## src/rtl/assert_macros.svh

```systemverilog
// Assertion helpers for the I2C bit sequencer RTL.
// Each macro expects clk_i and rst_ni to be in scope.
`ifndef ASSERT_MACROS_SVH
`define ASSERT_MACROS_SVH

// Check that an expression holds at every clock edge out of reset.
`define ASSERT_ALWAYS(lbl, expr) \
  lbl: assert property (@(posedge clk_i) disable iff (!rst_ni) (expr)) \
    else $error("assertion failed: always");

// Check that an antecedent implies a consequent in the same cycle.
`define ASSERT_IMPLIES(lbl, ante, cons) \
  lbl: assert property (@(posedge clk_i) disable iff (!rst_ni) (ante) |-> (cons)) \
    else $error("assertion failed: implication");

`endif

```

## src/rtl/i2cbs_pkg.sv

```systemverilog
// Shared types and constants for the I2C master bit sequencer.
// No dependencies; used by i2cbs_step and the top level.
package i2cbs_pkg;

  localparam logic [2:0] OP_NONE  = 3'd0;
  localparam logic [2:0] OP_START = 3'd1;
  localparam logic [2:0] OP_STOP  = 3'd2;
  localparam logic [2:0] OP_WRITE = 3'd3;
  localparam logic [2:0] OP_READ  = 3'd4;

  // Last action index of each command kind.
  localparam logic [4:0] EDGE_LAST = 5'd3;
  localparam logic [4:0] BYTE_LAST = 5'd26;
  // First action index of the acknowledge slot (eight bits of three actions).
  localparam logic [4:0] ACK_FIRST = 5'd24;

  // Action within a three-action bit slot.
  localparam logic [1:0] SLOT_SCL_LOW  = 2'd0;
  localparam logic [1:0] SLOT_SDA_SET  = 2'd1;
  localparam logic [1:0] SLOT_SCL_HIGH = 2'd2;

  typedef struct packed {
    logic [4:0] phase;
    logic [1:0] slot;
    logic [2:0] command;
    logic [7:0] shift;
    logic [7:0] rx;
    logic       scl;
    logic       sda;
    logic       ack;
    logic       mst_ack;
  } state_t;

  // Idle, both lines released high, everything else cleared.
  localparam state_t STATE_RST = '{
    phase:   5'd0,
    slot:    SLOT_SCL_LOW,
    command: OP_NONE,
    shift:   8'd0,
    rx:      8'd0,
    scl:     1'b1,
    sda:     1'b1,
    ack:     1'b0,
    mst_ack: 1'b0
  };

  typedef struct packed {
    logic [2:0] opcode;
    logic [7:0] write_data;
    logic       send_ack;
    logic       sda_sample;
  } item_t;

  typedef struct packed {
    logic       scl_level;
    logic       sda_level;
    logic       busy_res;
    logic       done_res;
    logic [7:0] read_byte;
    logic       tgt_acked;
  } result_t;

endpackage

```

## src/rtl/i2cbs_step.sv

```systemverilog
// One-tick next-state and result logic of the I2C bit sequencer.
// Depends on i2cbs_pkg for the state, item and result types.
module i2cbs_step (
  input  i2cbs_pkg::state_t  state_i,
  input  i2cbs_pkg::item_t   item_i,
  output i2cbs_pkg::state_t  state_o,
  output i2cbs_pkg::result_t result_o
);

  logic             idle;
  logic             launch;
  logic             run;
  logic             is_byte;
  logic             last;
  logic             in_ack;
  i2cbs_pkg::state_t s;

  assign idle   = (state_i.phase == 5'd0);
  assign launch = idle && (item_i.opcode inside {[i2cbs_pkg::OP_START:i2cbs_pkg::OP_READ]});
  assign run    = launch || !idle;

  always_comb begin
    s = state_i;
    // Latch the command operands on acceptance.
    if (launch) begin
      s.command = item_i.opcode;
      if (item_i.opcode == i2cbs_pkg::OP_WRITE) begin
        s.shift = item_i.write_data;
      end
      if (item_i.opcode == i2cbs_pkg::OP_READ) begin
        s.mst_ack = item_i.send_ack;
        s.rx      = 8'd0;
      end
    end

    is_byte = (s.command == i2cbs_pkg::OP_WRITE) || (s.command == i2cbs_pkg::OP_READ);
    in_ack  = (s.phase >= i2cbs_pkg::ACK_FIRST);
    last    = (s.phase == (is_byte ? i2cbs_pkg::BYTE_LAST : i2cbs_pkg::EDGE_LAST));

    if (run) begin
      if (!is_byte) begin
        // Start: SCL low, SDA high, SCL high, SDA low. Stop mirrors SDA.
        case (s.phase[1:0])
          2'd0:    s.scl = 1'b0;
          2'd1:    s.sda = (s.command == i2cbs_pkg::OP_START);
          2'd2:    s.scl = 1'b1;
          default: s.sda = (s.command != i2cbs_pkg::OP_START);
        endcase
      end else begin
        case (s.slot)
          i2cbs_pkg::SLOT_SCL_LOW: s.scl = 1'b0;
          i2cbs_pkg::SLOT_SDA_SET: begin
            if (in_ack) begin
              s.sda = (s.command == i2cbs_pkg::OP_WRITE) ? 1'b1 : ~s.mst_ack;
            end else begin
              s.sda = (s.command == i2cbs_pkg::OP_WRITE) ? s.shift[7] : 1'b1;
            end
          end
          default: begin
            s.scl = 1'b1;
            if (in_ack) begin
              if (s.command == i2cbs_pkg::OP_WRITE) begin
                s.ack = ~item_i.sda_sample;
              end
            end else if (s.command == i2cbs_pkg::OP_WRITE) begin
              s.shift = {s.shift[6:0], 1'b0};
            end else begin
              s.rx = {s.rx[6:0], item_i.sda_sample};
            end
          end
        endcase
      end

      // Advance the action counters; drop back to idle after the last action.
      if (last) begin
        s.phase = 5'd0;
        s.slot  = i2cbs_pkg::SLOT_SCL_LOW;
      end else begin
        s.phase = s.phase + 5'd1;
        s.slot  = (s.slot == i2cbs_pkg::SLOT_SCL_HIGH) ? i2cbs_pkg::SLOT_SCL_LOW
                                                         : s.slot + 2'd1;
      end
    end
  end

  assign state_o              = s;
  assign result_o.scl_level   = s.scl;
  assign result_o.sda_level   = s.sda;
  assign result_o.busy_res    = (s.phase != 5'd0);
  assign result_o.done_res    = run && last;
  assign result_o.read_byte   = s.rx;
  assign result_o.tgt_acked   = s.ack;

endmodule

```

## src/rtl/i2c_master_bit_sequencer.sv

```systemverilog
// I2C master bit sequencer: one SCL/SDA pin action per accepted beat while a command runs.
// Results are registered, one per beat; 1 beat per cycle while m_tready_i is high.
// The output register decouples the sides: a new beat enters in the cycle the last drains.
// Reset (rst_ni low, async): idle, SCL and SDA released high, all but result data cleared.
// Depends on i2cbs_pkg, i2cbs_step and assert_macros.svh.
`include "assert_macros.svh"

module i2c_master_bit_sequencer (
  input  logic        clk_i,
  input  logic        rst_ni,
  // tdata: opcode[2:0], write_data[10:3], send_ack[11], sda_sample[12], zero[15:13]
  input  logic        s_tvalid_i,
  output logic        s_tready_o,
  input  logic [15:0] s_tdata_i,
  // tdata: scl_level[0], sda_level[1], busy_res[2], done_res[3], read_byte[11:4],
  //        tgt_acked[12], zero[15:13]
  output logic        m_tvalid_o,
  input  logic        m_tready_i,
  output logic [15:0] m_tdata_o
);

  i2cbs_pkg::state_t  state_q, state_d;
  i2cbs_pkg::item_t   item;
  i2cbs_pkg::result_t res_d, res_q;
  logic               out_valid_q;
  logic               accept;

  // Unpack the input beat, lowest field first.
  assign item.opcode     = s_tdata_i[2:0];
  assign item.write_data = s_tdata_i[10:3];
  assign item.send_ack   = s_tdata_i[11];
  assign item.sda_sample = s_tdata_i[12];

  // Take a beat whenever the result slot is empty or being drained this cycle.
  assign s_tready_o = !out_valid_q || m_tready_i;
  assign accept     = s_tvalid_i && s_tready_o;

  i2cbs_step u_step (
    .state_i  (state_q),
    .item_i   (item),
    .state_o  (state_d),
    .result_o (res_d)
  );

  // Sequencer state advances only on an accepted beat: one tick, one action.
  always_ff @(posedge clk_i or negedge rst_ni) begin
    if (!rst_ni) begin
      state_q <= i2cbs_pkg::STATE_RST;
    end else if (accept) begin
      state_q <= state_d;
    end
  end

  // Result register: load on accept, drop valid once the sink takes it.
  always_ff @(posedge clk_i or negedge rst_ni) begin
    if (!rst_ni) begin
      out_valid_q <= 1'b0;
    end else if (accept) begin
      out_valid_q <= 1'b1;
    end else if (m_tready_i) begin
      out_valid_q <= 1'b0;
    end
  end

  always_ff @(posedge clk_i) begin
    if (accept) begin
      res_q <= res_d;
    end
  end

  assign m_tvalid_o = out_valid_q;
  assign m_tdata_o  = {3'b000, res_q.tgt_acked, res_q.read_byte, res_q.done_res,
                       res_q.busy_res, res_q.sda_level, res_q.scl_level};

  // A finished command never reports busy on the same beat.
  `ASSERT_IMPLIES(a_done_not_busy, out_valid_q && res_q.done_res, !res_q.busy_res)
  // While a command runs, the latched command is one of start, stop, write, read.
  `ASSERT_IMPLIES(a_cmd_valid, state_q.phase != 5'd0,
                  (state_q.command == i2cbs_pkg::OP_START) ||
                  (state_q.command == i2cbs_pkg::OP_STOP)  ||
                  (state_q.command == i2cbs_pkg::OP_WRITE) ||
                  (state_q.command == i2cbs_pkg::OP_READ))
  // Edge commands never run past their fourth action.
  `ASSERT_IMPLIES(a_edge_len,
                  (state_q.command == i2cbs_pkg::OP_START) ||
                  (state_q.command == i2cbs_pkg::OP_STOP),
                  state_q.phase <= i2cbs_pkg::EDGE_LAST)
  // The bit-slot counter is back at SCL low whenever the sequencer is idle.
  `ASSERT_IMPLIES(a_slot_idle, state_q.phase == 5'd0,
                  state_q.slot == i2cbs_pkg::SLOT_SCL_LOW)

endmodule
```

## config.mk

```make
export PLATFORM = sky130hd
export DESIGN_NAME = i2c_master_bit_sequencer
export DESIGN_NICKNAME = d
export VERILOG_FILES = /design/src/rtl/i2cbs_pkg.sv /design/src/rtl/i2cbs_step.sv /design/src/rtl/i2c_master_bit_sequencer.sv
export VERILOG_INCLUDE_DIRS = /design/src /design/src/rtl
export SDC_FILE = /design/constraint.sdc
export NUM_CORES = 1
export LEC_CHECK = 0
export BUFFER_PORTS_ARGS = -buffer_cell sky130_fd_sc_hd__buf_2
export CAP_MARGIN = 15
export CORE_AREA = 3 3 67 75
export DETAILED_ROUTE_END_ITERATION = 12
export DIE_AREA = 0 0 70 78
export GPL_ROUTABILITY_DRIVEN = 0
export PLACE_DENSITY_LB_ADDON = 0.15
export SLEW_MARGIN = 20
export SYNTH_ARGS = -nofsm -noshare
export SYNTH_HDL_FRONTEND = slang
export SYNTH_SLANG_ARGS = --single-unit
```

## constraint.sdc

```tcl
create_clock -name clk_i -period 7.32 [get_ports clk_i]
set_input_delay 1.464 -clock clk_i [delete_from_list [all_inputs] [get_ports clk_i]]
set_output_delay 1.464 -clock clk_i [all_outputs]
set_load 0.01 [all_outputs]
```

==> metrics.cfg, run 1 <==
[run_status]
status=finished clean

[yosys]
netlist_area_um2=2660
synthArstFlopShare_pct=70.5
synth.yosys.seq_area_share_pct=43.9
synth-edff-count=13
synth.avg_cell_area_um2=10.8
synth_flop_cell=dfrtp_1
ys_ff_latch=44
yosys_warnings=0
syn_inst=247
synthDistinctLibCells=70

[timing]
skew_ns=0.00339
hold_ws_ns=0.482
finalSetupTns_ns=0
worst_pin_slew_ns=0.763
slew_headroom_pct=48.8
timing.fmax_mhz=276
setup_viol=0
timing.final.crit_share_pct=49.5
finalCriticalPeriod_ns=3.63
drv_slew=0
grt_setup_unrepaired=no
hold_violations=0

[critical_path]
crit_required_ns=7.56
worstPathCellList=buf_2 -> nand2b_1 -> nand2_2 -> clkinv_1 -> o21ai_1 -> a22o_1
slowest_delay_ns=0.81
critical-path-slowest-cell=clkinv_1
crit_fanout=27
setup.worst_path.end_class=flip-flop
crit_path_start_kind=input pin
crit_type=input pin to flip-flop
cp.arrival_ns=3.87

[layout]
layout_common_cells=buf_2, dfrtp_1, nand2_1
nFillCells=354
antenna_cells=0
nets=294
synthToLayoutAreaGrowth_pct=7.47
drive_gt1_share_pct=26.9
final_common_cell=buf_2

[worst_hold_path]
min_path_type=flip-flop to flip-flop

[floorplan]
start_util_pct=61.7
die_h_um=78
die_x_um=70
rows=25
core_region_area_um2=4320
io_pins=38
dieArea_um2=5460

[global_route]
grt_pass1_vias=1867
grt_use_total_pct=20.5
grt_overflow=0
grt_max_degree=32
grt_pass1_wl_mm=8.99
antenna_found_initial=0

[detailed_routing]
drt_wl_total_mm=5.19
drt_iter0_drc=155
post_drt_wl_per_cell_um=16.0
drt-pass1-iter-count=4
drc=0
antenna_left=0
drt-vias-per-instance=5.99
vias=1946

[clocking]
cts_buffer_depth=2
cts_setup_buffers=0
cts_hold_buf=0
cts.htree.levels=2
cts_tree=yes
ctsResizeCount=0
clkSinkCount=44
cts_made_buffers=5
cts-root-buf=clkbuf_8
insertion_delay_ns=0.30
clk_pin_slew_ns=0.09

[job]
maxCapViolCount=0

[power]
ir_drop_mv=0.148
power_density_nw_per_um2=316
cellLeakagePower_nw=1.14

[placed_design]
port_buffers=31
post-dp-hpwl_mm=3.45

area by class of cell:
cell class              count  area (µm²)  share of cell area, %
clock buffers               5        68.8                   2.40
flip-flops and latches     44        1170                   40.8
repair buffers             31         155                   5.42
inverters                   7        26.3                  0.918
well taps                  54        67.6                   2.36
multi-input cells         181        1330                   46.6
clock inverters             3        42.5                   1.49
layer usage:
metal | track usage (%) | part of all wire (%) | up-vias
li1 | - | - | 956
met1 | 26.8 | 47 | 947
met2 | 33.7 | 48 | 35
met3 | 4.02 | 3.7 | 8
met4 | 7.09 | 1.5 | 0
met5 | 0 | 0 | -
registers in the layout, summed over array words and instances (netlist names):
signal and cells:
m_tdata_o 13, m_tvalid_o 1, state_q 30
synthesized netlist by cell type, types with 3 or more instances:
cell      instances  area [µm²]
clkbuf_8          3        41.3
dfrtp_1          29         726
edfxtp_1         13         390
o21ai_2           7        61.3
o21a_1            4        30.0
a31oi_1           3        18.8
nor2b_1           4        25.0
nand3_1           3        15.0
nor2_1           13        48.8
clkbuf_1          4        15.0
nand2_1          24        90.1
mux2_2           10         113
buf_4             4        30.0
nand2b_1          4        25.0
ha_1              4        50.1
nor3_1            5        25.0
a21oi_1          11        55.1
nor3b_1           3        22.5
inv_1             6        22.5
mux2i_1          15         150
a22o_1            7        61.3
o21ai_0          13        65.1
final timing paths:
kind / start / endpoint / slack, ns / cells after the start
max: m_tready_i / state_q[11] / 3.69 / 6
min: state_q[14] / state_q[14] / 0.48 / 2
max reg2reg: state_q[25] / state_q[4] / 4.10 / 8
min reg2reg: state_q[14] / state_q[14] / 0.48 / 2
max in group asynchronous: rst_ni / state_q[0] / 5.65 / 1
min in group asynchronous: rst_ni / state_q[20] / 1.21 / 1
critical path, delay by kind of cell:
family / cells / cell delay [ns]
compound gates: 2 / 0.86
buf+inv: 2 / 0.90
simple gates: 2 / 0.63
metrics by stage:
stage	total power (W)	util (%)	std cells	setup WS (ns)	instance area (µm²)
final	0.000903	66.3	325	3.69	2860
after global routing	0.000964	66.3	325	3.41	2860
after CTS	0.000903	66.3	325	3.66	2860
after detailed placement	0.000715	63.7	317	3.39	2750
after global placement	0.000707	63.7	317	3.40	2750
after floorplan	0.000658	-	249	4.07	2670
power by group:
group / internal, W / switching (W)
clock network: 0.000101 / 0.0000902
logic: 0.000148 / 0.000174
registers: 0.000321 / 0.0000680
total: 0.000570 / 0.000333
logic make-up after synthesis:
| kind of cell | count (synthesis) | synth area share (%) |
|---|---|---|
| simple gates | 76 | 17.2 |
| fa+ha+maj | 4 | 1.88 |
| xor+xnor | 2 | 0.658 |
| compound gates | 70 | 19.5 |
| buf+inv | 24 | 6.34 |
| mux | 26 | 10.4 |
| flops | 44 | 43.9 |
| other cells | 1 | 0.141 |
No activity file was read; power rests on OpenSTA's default activity.
==> run 2, diff against run 1 <==
--- a/config.mk
+++ b/config.mk
@@ -8,9 +8,9 @@
 export LEC_CHECK = 0
 export BUFFER_PORTS_ARGS = -buffer_cell sky130_fd_sc_hd__buf_2
 export CAP_MARGIN = 15
-export CORE_AREA = 3 3 67 75
+export CORE_AREA = 3 3 73 82
 export DETAILED_ROUTE_END_ITERATION = 12
-export DIE_AREA = 0 0 70 78
+export DIE_AREA = 0 0 76 85
 export GPL_ROUTABILITY_DRIVEN = 0
 export PLACE_DENSITY_LB_ADDON = 0.15
 export SLEW_MARGIN = 20
==> constraint.sdc (replaced) <==
create_clock -name clk_i -period 3.05 [get_ports clk_i]
set_input_delay 0.61 -clock clk_i [delete_from_list [all_inputs] [get_ports clk_i]]
set_output_delay 0.61 -clock clk_i [all_outputs]
set_load 0.01 [all_outputs]
==> run 2 against run 1 <==
  * Sequential power grew 130%
  * Worst hold slack worse by 0.14 ns
  * Clock skew rose by 0.0015 ns
  * Flip-flop and latch count did not move
  * Global-route usage down 2.8 points
  * Critical endpoint is now m_tdata_o[3]
==> metrics.cfg, run 2 (same netlist as run 1, synthesis figures left out) <==
[run_status]
status=finished clean

[detailed_routing]
drt-vias-per-instance=5.54  ; -7.4%
vias=1990  ; +2.3%
antenna_left=0  ; unchanged
wl_met1_mm=2.43  ; -0.41%
met3WireLength_um=229  ; +19%
wl_met2_mm=2.57  ; +3.8%
drc=0  ; unchanged
drt-pass1-iter-count=4  ; unchanged
highest_layer=met4
drt_wl_total_mm=5.33  ; +2.8%
drt_iter0_drc=118  ; -24%
post_drt_wl_per_cell_um=14.9  ; -6.9%

[timing]
finalSetupTns_ns=0  ; unchanged
hold_ws_ns=0.345  ; -0.138 ns
grt_setup_unrepaired=no
timing.fmax_mhz=373
finalCriticalPeriod_ns=2.68
timing.final.crit_share_pct=87.9
worst_pin_slew_ns=0.706  ; -0.0568 ns
drv_slew=0  ; unchanged
skew_ns=0.00489  ; +0.00150 ns
setup_viol=0  ; unchanged
slew_headroom_pct=52.9  ; +4.1 points
hold_violations=0  ; unchanged

[power]
cellLeakagePower_nw=1.20  ; +5.8%
swShare_pct=36.3  ; -0.58 points
pwr-share-seq_pct=40.2  ; -2.9 points
power_density_nw_per_um2=752  ; +140%
pwr-share-comb_pct=39.1  ; +3.4 points
ir_drop_mv=0.378  ; +160%
intPower_w=0.00143  ; +150%
clkPwrFrac_pct=20.7  ; -0.5 points
power_switching_w=0.000815  ; +150%

[critical_path]
setup.worst_path.end_class=flip-flop
critical-path-slowest-cell=or4b_4
critical_path_buf_inv_count=2  ; unchanged
worstPathCellList=inv_1 -> ha_1 -> or4b_4 -> or3_4 -> o21ai_2 -> and2_2 -> a211oi_4 -> buf_4 -> and2_1
crit_path_start_kind=flip-flop
cp.arrival_ns=2.74  ; -1.13 ns
crit_fanout=8  ; -70%
crit_type=flip-flop to flip-flop
crit_family=simple AND/OR/NAND/NOR gates
slowest_delay_ns=0.54  ; -0.27 ns
crit_required_ns=3.11  ; -4.45 ns

[clocking]
cts_hold_buf=0  ; unchanged
cts.htree.levels=2  ; unchanged
cts_setup_buffers=0  ; unchanged
clkSinkCount=44  ; unchanged
insertion_delay_ns=0.30  ; about the same
clk_pin_slew_ns=0.09  ; about the same
cts-root-buf=clkbuf_8
cts_made_buffers=5  ; unchanged
ctsResizeCount=0  ; unchanged
cts_tree=yes
cts_buffer_depth=2  ; unchanged

[global_route]
grt_pass1_vias=1926  ; +3.2%
grt_overflow=0  ; unchanged
grt_pass1_wl_mm=9.18  ; +2.1%
grt_use_total_pct=17.7  ; -2.8 points
grt_max_degree=32  ; unchanged
antenna_found_initial=0  ; unchanged

[floorplan]
rows=28  ; +12%
dieArea_um2=6460  ; +18%
start_util_pct=50.3  ; -11 points
core_region_area_um2=5290  ; +23%
die_h_um=85  ; +9.0%
die_x_um=76  ; +8.6%
io_pins=38  ; unchanged

[worst_hold_path]
min_path_type=input pin to asynchronous set/reset pin

[layout]
final_common_cell=buf_2
top_register=state_q
largest_reg_flops=30  ; unchanged
layout_common_cells=buf_2, dfrtp_1, nand2_1
drive_gt1_share_pct=30.6  ; +3.7 points
synthToLayoutAreaGrowth_pct=12.3
nets=307  ; +4.4%
antenna_cells=0  ; unchanged

[placed_design]
port_buffers=31  ; unchanged
post-dp-hpwl_mm=3.78  ; +9.5%

[job]
maxCapViolCount=0  ; unchanged

[run 2: cell count changes in the layout (fill, tap and decap cells not counted)]
cell        before  now
buf_4            0   13
inv_6            0    1
clkinv_4         1    0
clkinvlp_4       0    1
clkinv_1         2    1
[run 2: worst register-to-register path: cells and delay by family (launching register included)]
family                   cells  cell delay [ns]
flip-flops                   1             0.39
AND/OR/NAND/NOR              4             1.32
buffers and inverters        2             0.32
adder cells (fa/ha/maj)      1             0.22
AO/OA/AOI/OAI                2             0.19
[run 2: metal layers]
metal	track usage, %	vias to the layer above
met5	0	-
met4	7.74	0
met3	3.29	8
met2	29.4	47
met1	22.7	953
li1	-	982
[run 2: stage by stage]
stage | total power [W] | setup slack [ns] | std cells | util, % | area (µm²)
after global placement | 0.00178 | 0.381 | 351 | 54.3 | 2870
after CTS | 0.00226 | 0.360 | 359 | 56.5 | 2990
final | 0.00225 | 0.368 | 359 | 56.5 | 2990
after floorplan | 0.00158 | 0.399 | 249 | - | 2670
after global routing | 0.00241 | 0.142 | 359 | 56.5 | 2990
after detailed placement | 0.00179 | 0.383 | 351 | 54.3 | 2870
[run 2: path summary, 6_finish.rpt]
path | start | endpoint | slack [ns] | cells after the start
max | state_q[25] | m_tdata_o[3] | 0.37 | 9
min | rst_ni | state_q[20] | 0.34 | 1
max reg2reg | state_q[25] | m_tdata_o[3] | 0.37 | 9
min reg2reg | state_q[15] | state_q[15] | 0.48 | 2
max in group asynchronous | rst_ni | state_q[9] | 2.24 | 1
min in group clk_i | state_q[15] | state_q[15] | 0.48 | 2
[run 2: layout make-up]
type / count / area, µm²
multi-input combinational: 181 / 1330
clock buffer: 5 / 68.8
fill: 461 / 2300
tap: 75 / 93.8
clock inverter: 3 / 46.3
inverter: 7 / 26.3
timing repair buffer: 44 / 253
sequential: 44 / 1170
[run 2: power by group through the flow]
stage / registers [W] / logic [W] / clock network (W)
after CTS: 0.000904 / 0.000882 / 0.000479
after detailed placement: 0.000915 / 0.000878 / 0
after global routing: 0.000929 / 0.000981 / 0.000500
after floorplan: 0.000882 / 0.000698 / 0
after global placement: 0.000911 / 0.000865 / 0
final: 0.000904 / 0.000878 / 0.000465
==> run 3, diff against run 2 <==
--- a/config.mk
+++ b/config.mk
@@ -8,9 +8,9 @@
 export LEC_CHECK = 0
 export BUFFER_PORTS_ARGS = -buffer_cell sky130_fd_sc_hd__buf_2
 export CAP_MARGIN = 15
-export CORE_AREA = 3 3 73 82
+export CORE_AREA = 2 2 72 81
 export DETAILED_ROUTE_END_ITERATION = 12
-export DIE_AREA = 0 0 76 85
+export DIE_AREA = 0 0 74 83
 export GPL_ROUTABILITY_DRIVEN = 0
 export PLACE_DENSITY_LB_ADDON = 0.15
 export SLEW_MARGIN = 20
==> run 3 against run 2 <==
  * Final cell count fell by 0.28%
  * Routed wire length up 4.4%
  * Die area down 4.9%
  * Power is essentially flat
  * Largest cell class unchanged
  * Register-to-register slack lost 0.09 ns
  * Clock skew increased by 0.0047 ns
==> metrics.cfg, run 3 (same netlist as run 1, synthesis figures left out) <==
[timing]
hold_violations=0  ; unchanged
timing.final.crit_share_pct=90.9  ; +3.0 points
worst_pin_slew_ns=0.715  ; +0.00850 ns
finalCriticalPeriod_ns=2.77  ; +0.0911 ns
drv_slew=0  ; unchanged
timing.fmax_mhz=361  ; -3.3%
grt_setup_unrepaired=no
slew_headroom_pct=52.3  ; -0.57 points
setup_slack_ns=0.277  ; -0.0911 ns
finalSetupTns_ns=0  ; unchanged
setup_viol=0  ; unchanged
skew_ns=0.00957  ; +0.00468 ns

[job]
maxCapViolCount=0  ; unchanged

[critical_path]
r2r_cells=9  ; unchanged
timing.rr.end=m_tdata_o[9]
crit_fanout=8  ; unchanged
crit_type=flip-flop to flip-flop
worstReg2RegStart=state_q[26]
crit_path_start_kind=flip-flop
cp.arrival_ns=2.83  ; +0.09 ns
crit_required_ns=3.11  ; about the same
setup.worst_path.end_class=flip-flop
r2r_setup_slack_ns=0.28  ; -0.09 ns

[global_route]
grt_pass1_wl_mm=9.45  ; +2.9%
grt_max_degree=32  ; unchanged
grt_pass1_vias=1934  ; +0.42%
grt_overflow=0  ; unchanged
grt_use_total_pct=19.7  ; +2.0 points
antenna_found_initial=0  ; unchanged

[layout]
antenna_cells=0  ; unchanged
multi_input_area_um2=1330  ; unchanged
final_common_cell=buf_2
layout_common_cells=buf_2, dfrtp_1, nand2_1
top_register=state_q
drive_gt1_share_pct=30.0  ; -0.60 points
final-seq-area_um2=1170  ; unchanged
nFillCells=474  ; +2.8%
final_area_um2=2980  ; -0.38%
largest_reg_flops=30  ; unchanged
synthToLayoutAreaGrowth_pct=11.8
nets=306  ; -0.33%

[clocking]
clkSinkCount=44  ; unchanged
cts_buffer_depth=2  ; unchanged
cts_made_buffers=5  ; unchanged
cts_hold_buf=0  ; unchanged
cts.htree.levels=2  ; unchanged
cts_tree=yes
insertion_delay_ns=0.30  ; about the same
cts_setup_buffers=0  ; unchanged
ctsResizeCount=0  ; unchanged
cts-root-buf=clkbuf_8
clk_pin_slew_ns=0.09  ; about the same

[floorplan]
io_pins=38  ; unchanged
die_h_um=83  ; -2.4%
start_util_pct=50.3  ; unchanged
dieArea_um2=6140  ; -4.9%
die_x_um=74  ; -2.6%
rows=28  ; unchanged
core_region_area_um2=5290  ; unchanged

[detailed_routing]
drc=0  ; unchanged
drt-pass1-iter-count=4  ; unchanged
drt_iter0_drc=145  ; +23%
antenna_left=0  ; unchanged
drt_wl_total_mm=5.57  ; +4.4%
post_drt_wl_per_cell_um=15.5  ; +4.7%
vias=1987  ; -0.15%
drt-vias-per-instance=5.55  ; +0.13%

[placed_design]
post-dp-hpwl_mm=3.89  ; +3.0%
place_area_um2=2870  ; -0.26%
port_buffers=31  ; unchanged
pre_cts_slack_ns=0.328  ; -0.0545 ns

[run_status]
status=finished clean

[worst_hold_path]
min_path_type=input pin to asynchronous set/reset pin

[power]
cellLeakagePower_nw=1.20  ; -0.41%
power_density_nw_per_um2=754  ; +0.31%
ir_drop_mv=0.361  ; -4.5%

-- run 3: cell count changes in the layout (fill, tap and decap cells not counted), sizes merged --
cell,before,now
clkinv,1,3
buf,44,43
clkinvlp,1,0
inv,7,6
-- run 3: area by class of cell --
type | count | share of cell area [%]
Clock inverter | 3 | 1.43
Inverter | 7 | 0.882
Multi-Input combinational cell | 181 | 44.7
Sequential cell | 44 | 39.2
Tap cell | 75 | 3.15
Timing Repair Buffer | 43 | 8.24
Clock buffer | 5 | 2.31
-- run 3: critical path: stages, from the launching register on --
cell     delay (ns)
dfrtp_1        0.38
inv_1          0.11
ha_1           0.22
or4b_4         0.56
o21ai_0        0.18
o21a_1         0.23
and4_1         0.35
buf_4          0.22
mux2i_1        0.20
nor2_1         0.07
-- run 3: worst max-delay path by stage --
stage / startpoint / end / slack [ns] / depth (start not counted)
final: state_q[26] / m_tdata_o[9] / 0.28 / 9
after global routing: state_q[26] / m_tdata_o[9] / 0.15 / 9
after CTS: state_q[26] / m_tdata_o[9] / 0.29 / 9
after detailed placement: state_q[26] / m_tdata_o[9] / 0.33 / 9
after global placement: state_q[26] / m_tdata_o[9] / 0.37 / 9
after floorplan: state_q[25] / m_tdata_o[1] / 0.40 / 9
-- run 3: metal layers --
layer | share of wire, % | global-route usage [%]
met5 | 0 | 0
met3 | 2.9 | 3.88
met1 | 46 | 28.1
met2 | 49 | 30.3
met4 | 1.2 | 5.62
-- run 3: report_power, final --
part           internal (W)  switching (W)  total, W  leakage, nW
logic              0.000410       0.000472  0.000882        0.610
clock network      0.000243       0.000217  0.000460       0.0558
registers          0.000770       0.000133  0.000903        0.532
total               0.00142       0.000823   0.00225         1.20
-- run 3: stage by stage --
step	std cells	power (W)	utilization (%)	hold slack [ns]
after floorplan	249	0.00158	-	0.314
after global placement	350	0.00177	54.2	0.458
after detailed placement	350	0.00180	54.2	0.464
after CTS	358	0.00226	56.3	0.382
after global routing	358	0.00241	56.3	0.413
final	358	0.00225	56.3	0.352
